===== config.mk =====
export PLATFORM = sky130hd
export DESIGN_NAME = rgb_to_hsl_converter
export DESIGN_NICKNAME = d
export VERILOG_FILES = /design/src/hdl/rhsl_pkg.sv /design/src/hdl/rgb_to_hsl_converter.sv /design/src/hdl/rhsl_front.sv /design/src/hdl/rhsl_div.sv
export SDC_FILE = /design/constraint.sdc
export NUM_CORES = 2
export LEC_CHECK = 0
export BUFFER_PORTS_ARGS = -buffer_cell sky130_fd_sc_hd__buf_4
export CAP_MARGIN = 0
export CORE_MARGIN = 4
export CORE_UTILIZATION = 45
export CTS_BUF_LIST = sky130_fd_sc_hd__clkbuf_16
export DETAILED_ROUTE_END_ITERATION = 8
export MAX_ROUTING_LAYER = met4
export PLACE_DENSITY = 0.64
export SYNTH_ARGS = -nofsm -noshare
export SYNTH_HDL_FRONTEND = slang
export SYNTH_SLANG_ARGS = --single-unit

===== constraint.sdc =====
create_clock -name i_clk -period 51.3 [get_ports i_clk]
set_input_delay 2.565 -clock i_clk [delete_from_list [all_inputs] [get_ports i_clk]]
set_output_delay 2.565 -clock i_clk [all_outputs]
set_load 0.05 [all_outputs]

===== src/hdl/rhsl_pkg.sv =====
`default_nettype none
// ----------------------------------------------------------------------------
// rhsl_pkg
// Shared widths for the RGB to HSL converter.
// ----------------------------------------------------------------------------
package rhsl_pkg;

    localparam int CHAN_W = 8;   // one color channel
    localparam int HUE_W  = 15;  // hue port
    localparam int FRAC_W = 17;  // saturation and lightness ports

endpackage : rhsl_pkg
`default_nettype wire


===== src/hdl/rgb_to_hsl_converter.sv =====
`default_nettype none
// ----------------------------------------------------------------------------
// rgb_to_hsl_converter
// 8-bit RGB pixel to fixed-point hue, saturation and lightness.
// ----------------------------------------------------------------------------
//  channel  dir  handshake                  payload
//  in       in   i_in_valid / o_in_stall    i_red, i_green, i_blue
//  out      out  o_out_valid / i_out_stall  o_hue, o_saturation, o_lightness
//
//  One pixel per cycle sustained while the output is not stalled. QW is
//  max(HUE_FRAC_BITS + 9, FRACTION_BITS + 1), the quotient width of the
//  bit-per-stage dividers. Reset empties the pipeline (valid bits only).
//  A stalled output beat freezes every stage; o_in_stall follows it.
// ----------------------------------------------------------------------------
module rgb_to_hsl_converter #(
    parameter int HUE_FRAC_BITS = 6,
    parameter int FRACTION_BITS = 16
) (
    input  wire                         i_clk,
    input  wire                         i_rst_n,
    input  wire                         i_in_valid,
    output logic                        o_in_stall,
    input  wire  [rhsl_pkg::CHAN_W-1:0] i_red,
    input  wire  [rhsl_pkg::CHAN_W-1:0] i_green,
    input  wire  [rhsl_pkg::CHAN_W-1:0] i_blue,
    output logic                        o_out_valid,
    input  wire                         i_out_stall,
    output logic [rhsl_pkg::HUE_W-1:0]  o_hue,
    output logic [rhsl_pkg::FRAC_W-1:0] o_saturation,
    output logic [rhsl_pkg::FRAC_W-1:0] o_lightness
);
    import rhsl_pkg::*;

    localparam int HUE_QW  = HUE_FRAC_BITS + 9;
    localparam int FRAC_QW = FRACTION_BITS + 1;
    localparam int QW      = (HUE_QW > FRAC_QW) ? HUE_QW : FRAC_QW;
    localparam int OW      = (QW > FRAC_W) ? QW : FRAC_W;

    logic w_ce;
    logic w_fvalid;
    logic [QW+CHAN_W-1:0] w_hue_num, w_sat_num;
    logic [CHAN_W-1:0]    w_hue_den, w_sat_den;
    logic [FRAC_W-1:0]    w_lig_f;
    logic [QW-1:0]        w_hue_q, w_sat_q;
    logic [OW-1:0]        w_hue_x, w_sat_x;
    logic [QW-1:0]        r_vpipe;
    logic [FRAC_W-1:0]    r_lig_pipe [QW];

    assign w_ce       = !o_out_valid || !i_out_stall;
    assign o_in_stall = !w_ce;

    rhsl_front #(
        .HUE_FRAC_BITS (HUE_FRAC_BITS),
        .FRACTION_BITS (FRACTION_BITS),
        .QW            (QW)
    ) u_front (
        .i_clk     (i_clk),
        .i_rst_n   (i_rst_n),
        .i_ce      (w_ce),
        .i_valid   (i_in_valid),
        .i_red     (i_red),
        .i_green   (i_green),
        .i_blue    (i_blue),
        .o_valid   (w_fvalid),
        .o_hue_num (w_hue_num),
        .o_hue_den (w_hue_den),
        .o_sat_num (w_sat_num),
        .o_sat_den (w_sat_den),
        .o_lig     (w_lig_f)
    );

    rhsl_div #(.QW(QW), .DVW(CHAN_W)) u_div_hue (
        .i_clk      (i_clk),
        .i_ce       (w_ce),
        .i_dividend (w_hue_num),
        .i_divisor  (w_hue_den),
        .o_quotient (w_hue_q)
    );

    rhsl_div #(.QW(QW), .DVW(CHAN_W)) u_div_sat (
        .i_clk      (i_clk),
        .i_ce       (w_ce),
        .i_dividend (w_sat_num),
        .i_divisor  (w_sat_den),
        .o_quotient (w_sat_q)
    );

    // lightness waits alongside the dividers
    always_ff @(posedge i_clk) begin
        if (w_ce) begin
            r_lig_pipe[0] <= w_lig_f;
            for (int k = 1; k < QW; k++) begin
                r_lig_pipe[k] <= r_lig_pipe[k-1];
            end
        end
    end

    always_ff @(posedge i_clk) begin
        if (!i_rst_n) begin
            r_vpipe <= '0;
        end else if (w_ce) begin
            r_vpipe <= {r_vpipe[QW-2:0], w_fvalid};
        end
    end

    assign o_out_valid = r_vpipe[QW-1];

    assign w_hue_x = OW'(w_hue_q);
    assign w_sat_x = OW'(w_sat_q);

    assign o_hue        = w_hue_x[HUE_W-1:0];
    assign o_saturation = w_sat_x[FRAC_W-1:0];
    assign o_lightness  = r_lig_pipe[QW-1];

endmodule : rgb_to_hsl_converter
`default_nettype wire


===== src/hdl/rhsl_front.sv =====
`default_nettype none
// ----------------------------------------------------------------------------
// rhsl_front
// Two register stages: channel max/min, sector and difference, then the
// dividends and divisors for hue and saturation, and the lightness by a
// reciprocal multiply.
// ----------------------------------------------------------------------------
module rhsl_front #(
    parameter int HUE_FRAC_BITS = 6,
    parameter int FRACTION_BITS = 16,
    parameter int QW            = 17
) (
    input  wire                          i_clk,
    input  wire                          i_rst_n,
    input  wire                          i_ce,
    input  wire                          i_valid,
    input  wire  [rhsl_pkg::CHAN_W-1:0]  i_red,
    input  wire  [rhsl_pkg::CHAN_W-1:0]  i_green,
    input  wire  [rhsl_pkg::CHAN_W-1:0]  i_blue,
    output logic                         o_valid,
    output logic [QW+rhsl_pkg::CHAN_W-1:0] o_hue_num,
    output logic [rhsl_pkg::CHAN_W-1:0]  o_hue_den,
    output logic [QW+rhsl_pkg::CHAN_W-1:0] o_sat_num,
    output logic [rhsl_pkg::CHAN_W-1:0]  o_sat_den,
    output logic [rhsl_pkg::FRAC_W-1:0]  o_lig
);
    import rhsl_pkg::*;

    localparam int NW = QW + CHAN_W;

    typedef enum logic [1:0] {
        SEC_RED,
        SEC_GREEN,
        SEC_BLUE
    } t_sector;

    localparam logic [8:0] BASE_RED_WRAP = 9'd360;
    localparam logic [8:0] BASE_GREEN    = 9'd120;
    localparam logic [8:0] BASE_BLUE     = 9'd240;
    localparam logic [8:0] HALF_SPAN     = 9'd255;
    localparam logic [8:0] FULL_SPAN     = 9'd510;

    localparam int LIG_SH = 18;
    localparam int LRW    = FRACTION_BITS + 10;
    localparam logic [LRW-1:0] LIG_RECIP =
        LRW'(((64'd1 << (FRACTION_BITS + LIG_SH)) + 64'(FULL_SPAN) - 64'd1)
             / 64'(FULL_SPAN));

    // stage 1
    logic [CHAN_W-1:0] n_mx, n_mn;
    t_sector           n_sec;
    logic signed [8:0] n_diff;
    logic              n_neg;

    logic              r1_valid;
    logic [CHAN_W-1:0] r1_d;
    logic [8:0]        r1_sum;
    t_sector           r1_sec;
    logic signed [8:0] r1_diff;
    logic              r1_neg;

    always_comb begin
        n_mx = i_red;
        n_mn = i_red;
        if (i_green > n_mx) n_mx = i_green;
        if (i_blue  > n_mx) n_mx = i_blue;
        if (i_green < n_mn) n_mn = i_green;
        if (i_blue  < n_mn) n_mn = i_blue;
    end

    always_comb begin
        n_neg = 1'b0;
        priority if (i_red == n_mx) begin
            n_sec  = SEC_RED;
            n_diff = $signed({1'b0, i_green}) - $signed({1'b0, i_blue});
            n_neg  = (i_green < i_blue);
        end else if (i_green == n_mx) begin
            n_sec  = SEC_GREEN;
            n_diff = $signed({1'b0, i_blue}) - $signed({1'b0, i_red});
        end else begin
            n_sec  = SEC_BLUE;
            n_diff = $signed({1'b0, i_red}) - $signed({1'b0, i_green});
        end
    end

    always_ff @(posedge i_clk) begin
        if (!i_rst_n) begin
            r1_valid <= 1'b0;
        end else if (i_ce) begin
            r1_valid <= i_valid;
        end
    end

    always_ff @(posedge i_clk) begin
        if (i_ce) begin
            r1_d    <= n_mx - n_mn;
            r1_sum  <= {1'b0, n_mx} + {1'b0, n_mn};
            r1_sec  <= n_sec;
            r1_diff <= n_diff;
            r1_neg  <= n_neg;
        end
    end

    // stage 2
    logic [8:0]         w_base;
    logic [16:0]        w_base_d;
    logic signed [18:0] w_t;
    logic [CHAN_W-1:0]  w_den_d;
    logic [CHAN_W-1:0]  w_den_s;
    logic [8:0]         w_wrap;
    logic [LRW+8:0]     w_lig_prod;

    always_comb begin
        unique case (r1_sec)
            SEC_RED:   w_base = r1_neg ? BASE_RED_WRAP : 9'd0;
            SEC_GREEN: w_base = BASE_GREEN;
            SEC_BLUE:  w_base = BASE_BLUE;
            default:   w_base = 9'd0;
        endcase
    end

    // hue in degrees times d; never negative
    assign w_base_d = 17'(w_base) * 17'(r1_d);
    assign w_t      = $signed({2'b00, w_base_d}) + 19'(r1_diff) * 19'sd60;

    assign w_den_d = (r1_d == '0) ? CHAN_W'(1) : r1_d;
    assign w_wrap  = FULL_SPAN - r1_sum;
    assign w_den_s = (r1_d == '0)        ? CHAN_W'(1) :
                     (r1_sum <= HALF_SPAN) ? r1_sum[CHAN_W-1:0] : w_wrap[CHAN_W-1:0];

    // sum * 2^F / 510, exact for every sum up to 510
    assign w_lig_prod = (LRW+9)'(r1_sum) * (LRW+9)'(LIG_RECIP);

    always_ff @(posedge i_clk) begin
        if (!i_rst_n) begin
            o_valid <= 1'b0;
        end else if (i_ce) begin
            o_valid <= r1_valid;
        end
    end

    always_ff @(posedge i_clk) begin
        if (i_ce) begin
            o_hue_num <= NW'(w_t[16:0]) << HUE_FRAC_BITS;
            o_hue_den <= w_den_d;
            o_sat_num <= NW'(r1_d) << FRACTION_BITS;
            o_sat_den <= w_den_s;
            o_lig     <= FRAC_W'(w_lig_prod >> LIG_SH);
        end
    end

endmodule : rhsl_front
`default_nettype wire


===== src/hdl/rhsl_div.sv =====
`default_nettype none
// ----------------------------------------------------------------------------
// rhsl_div
// Pipelined restoring divider, one quotient bit per stage, QW stages.
// Needs dividend < divisor * 2^QW.
// ----------------------------------------------------------------------------
module rhsl_div #(
    parameter int QW  = 17,
    parameter int DVW = 8
) (
    input  wire                  i_clk,
    input  wire                  i_ce,
    input  wire  [QW+DVW-1:0]    i_dividend,
    input  wire  [DVW-1:0]       i_divisor,
    output logic [QW-1:0]        o_quotient
);
    localparam int RW = QW + DVW;

    logic [RW-1:0]  r_rem [QW-1];
    logic [DVW-1:0] r_div [QW-1];
    logic [QW-1:0]  r_q   [QW];

    for (genvar i = 0; i < QW; i++) begin : g_stage
        localparam int J = QW - 1 - i;

        logic [RW-1:0]  w_rem;
        logic [DVW-1:0] w_div;
        logic [QW-1:0]  w_q;
        logic [RW-1:0]  w_shd;
        logic           w_ge;
        logic [QW-1:0]  n_q;

        if (i == 0) begin : g_first
            assign w_rem = i_dividend;
            assign w_div = i_divisor;
            assign w_q   = '0;
        end else begin : g_next
            assign w_rem = r_rem[i-1];
            assign w_div = r_div[i-1];
            assign w_q   = r_q[i-1];
        end

        assign w_shd = RW'(w_div) << J;
        assign w_ge  = (w_rem >= w_shd);
        assign n_q   = w_q | (QW'(w_ge) << J);

        always_ff @(posedge i_clk) begin
            if (i_ce) begin
                r_q[i] <= n_q;
            end
        end

        if (i < QW - 1) begin : g_carry
            logic [RW-1:0] n_rem;

            assign n_rem = w_ge ? (w_rem - w_shd) : w_rem;

            always_ff @(posedge i_clk) begin
                if (i_ce) begin
                    r_rem[i] <= n_rem;
                    r_div[i] <= w_div;
                end
            end
        end
    end

    assign o_quotient = r_q[QW-1];

endmodule : rhsl_div
`default_nettype wire


==> impl_results.md <==
* Post-Syn Area at 0.0709 mm^2
* Area grow syn2layout at 11.2%
* Row count at 145
* Met3 Track Usage GR at approximately 2.7%
* # hold bufs at CTS at 0
* Sequential element share of the synthesized area at about three fifths
* Post-synth EDFFs at 1,449
* CP startpoint kind: input pin
* Post-Route WL at approximately 120 mm
* Core region area at 0.156 mm^2
* Fmax at 136 MHz
* Unique masters post-synth at 77
* Most common cell after layout, fill and taps aside: edfxtp_1
* Worst Skew at ~0.026 ns
* GPL Wtd Cong at 0.865
* Actual slew at the worst max-slew pin at about 1.2 ns
* Status: complete, no violations
* Num ports at 79
* Clk pin slew, worst setup/hold paths at 0.06 ns
* Critical path class: input pin to flip-flop
* Root buf cell: clkbuf_16
* GRT met1 Usage at around 15%
* CTS tree: done
* Clk sinks at approximately 1,500
* Worst setup endpoint: u_front.r1_sum[8]
* Iter 0 DRT Violations at about 2,000
* Unrepaired setup endpoints after global routing: false
* DR WL/cell at around 15 um
* RR Endpoint: u_front.o_hue_num[22]
* Vias in the first global route at 40,800
* Worst R2R Setup Slack at 44.72 ns
* Worst r2r path cells at 27
* Filler Cells Inserted at 13,300
* Sequential cell area at between 0.04 and 0.05 mm^2
* Die height at 405 um
* Diodes inserted at 0
* Clock latency on the worst-skew pair at 0.78 ns
* Cts repair resizes at 0
* Global-route wire length before repair at about 200 mm
* Longest Clk Path Bufs at 3
* Fin. Hold Viols at 0
* Post-synthesis sequential element count at 1,468
* TritonCTS buffer count at 156
* Global route hottest layer: met2
* Area of the multi-input gates at 0.0245 mm^2
* Critical path peak fanout at 17
* Setup crit start: i_green[6]
* Reg2reg start: u_front.r1_diff[2]
* Setup TNS at 0 ns
* Number of antenna violations at the first check in global routing at 0
* # setup viols final at 0
* Htree depth at 4
* Post-synth top flop: edfxtp_1
* GRT Overall Usage at 15.0%
* Fin nets at ~6,200
* DR pass1 iterations at 6
* Most frequent cells in the layout: 1,449 x edfxtp_1, 582 x inv_1, 414 x ha_1, 364 x nand2_1, 314 x nor2_1
* Fin crit share at between 10 and 15%
* Die width at 405 um
* IO buf count at 78
* Die area at 0.164 mm^2
* Setup bufs post-CTS at 0
* Worst Hold Class: flip-flop to flip-flop
* Vias at about 40,000
* Critical path data required time at 51.81 ns
* M2 GR Usage at 28.9%
* Synth warn at 0
* Final min period at 7.36 ns
* Max_cap viols at 0
* Post-synth ARST share at 0%
* CP Capture Type: flip-flop
* Via/cell ratio at 5.13
* Detailed placement HPWL at 85.2 mm
* Grt ovf at 0
* Layout cell share with drive strength beyond 1 at 7.74%
* Slew Limit Fails at 0
* Starting Density at ~45%
* Syn Area/Cell at 13.0 um^2
* Cells after Synth at 5,462
* Largest net degree at the start of global routing at 173
* WP data arrival at 7.87 ns
* Final ANT Viol Nets at 0
* Mapped Nets at approximately 6,000
* DRC viols at 0
* Rel. slew slack at about 19%
==> logic make-up after synthesis <==
group / Yosys count / synth area share [%]
DFF: 1468 / 61.9
and+or+nand+nor: 1433 / 10.2
AOI/OAI and AO/OA: 856 / 7.41
buffers and inverters: 644 / 3.51
adders and majority gates: 500 / 9.74
xor gates and xnor gates: 455 / 5.62
muxes: 106 / 1.59
==> sequential cells by signal, indices dropped and copies added, names as in the netlist, 9 cells and up <==
| signal | cells |
|---|---|
| u_div_sat.r_div | 112 |
| u_div_hue.r_rem | 300 |
| u_div_hue.r_div | 128 |
| u_front.o_hue_num | 15 |
| r_lig_pipe | 289 |
| u_div_hue.r_q | 120 |
| u_div_sat.r_q | 153 |
| u_front.r1_diff | 9 |
| r_vpipe | 17 |
| u_front.o_lig | 17 |
| u_div_sat.r_rem | 264 |
==> metrics by stage <==
| stage | util (%) | cell area (um^2) | setup WS (ns) | hold WS, ns | instances |
|---|---|---|---|---|---|
| after floorplan | - | 70900 | 6.98 | 0.400 | 5462 |
| after global placement | 47.3 | 73900 | 43.13 | 0.400 | 7535 |
| after detailed placement | 47.3 | 73900 | 43.18 | 0.405 | 7535 |
| after CTS | 50.4 | 78800 | 44.00 | 0.404 | 7820 |
| after global routing | 50.4 | 78800 | 43.60 | 0.407 | 7820 |
| final | 50.4 | 78800 | 43.94 | 0.407 | 7820 |
==> cell usage after synthesis (all sizes together), types with 69 or more instances <==
cell type,n,share of area (%)
nand3,81,0.57
edfxtp,1449,61
nor2,314,1.7
nand2,365,1.9
clkbuf,73,0.39
inv,547,2.9
nor2b,83,0.73
ha,414,7.3
a21oi,201,1.4
xnor2,247,3.1
nand2b,69,0.61
nor3,139,0.99
o21ai,298,2.1
nor4,75,0.68
fa,86,2.4
xor2,208,2.6
==> critical path: stages <==
cell and delay, ns:
buf_4 0.13, inv_1 0.07, ha_1 0.38, nand3_1 0.13, nor2_1 0.16, a21oi_1 0.09
buf_4 0.22, a41oi_1 0.19, buf_4 0.24, mux2i_1 0.39, ha_1 0.32, a21o_1 0.19
a21o_1 0.18, a21oi_1 0.18, o21ai_0 0.11, o21ai_1 0.09, buf_4 0.24, mux2_2 0.39
ha_1 0.23, fa_1 0.42, a21oi_1 0.16, nor2_1 0.05, nor2_1 0.15, o21bai_1 0.09
a21oi_1 0.22, nor2b_1 0.07, o21ai_0 0.14, nand2b_1 0.07
==> per-layer routing <==
| metal | part of all wire, % | wire, um | vias to the layer above |
|---|---|---|---|
| met4 | 3.1 | 3680 | 0 |
| met5 | 0 | 0 | - |
| met2 | 56 | 66600 | 526 |
| li1 | - | - | 20100 |
| met3 | 3.0 | 3560 | 245 |
| met1 | 38 | 44900 | 19200 |
==> cell type report <==
cell class / count / share of cell area (%)
multi-input combinational: 3350 / 31.1
timing repair buffer: 112 / 1.08
sequential: 1468 / 55.7
inverter: 547 / 2.61
clock buffer: 159 / 5.05
tap: 2058 / 3.27
clock inverter: 126 / 1.14
==> worst min path at each step <==
stage	endpoint	cells after the start	start	slack, ns
final	u_div_sat.r_q[13][5]	0	u_div_sat.r_q[12][5]	0.41
after global routing	r_lig_pipe[0][111]	0	r_lig_pipe[0][94]	0.41
after CTS	u_div_sat.r_q[12][6]	0	u_div_sat.r_q[11][6]	0.40
after detailed placement	r_lig_pipe[0][111]	0	r_lig_pipe[0][94]	0.40
after global placement	u_div_sat.r_q[15][6]	0	u_div_sat.r_q[14][6]	0.40
after floorplan	r_lig_pipe[0][0]	0	u_front.o_lig[0]	0.40
Power is not shown: default switching activity piles up to over one toggle a cycle in this logic, so the estimate is an artifact.
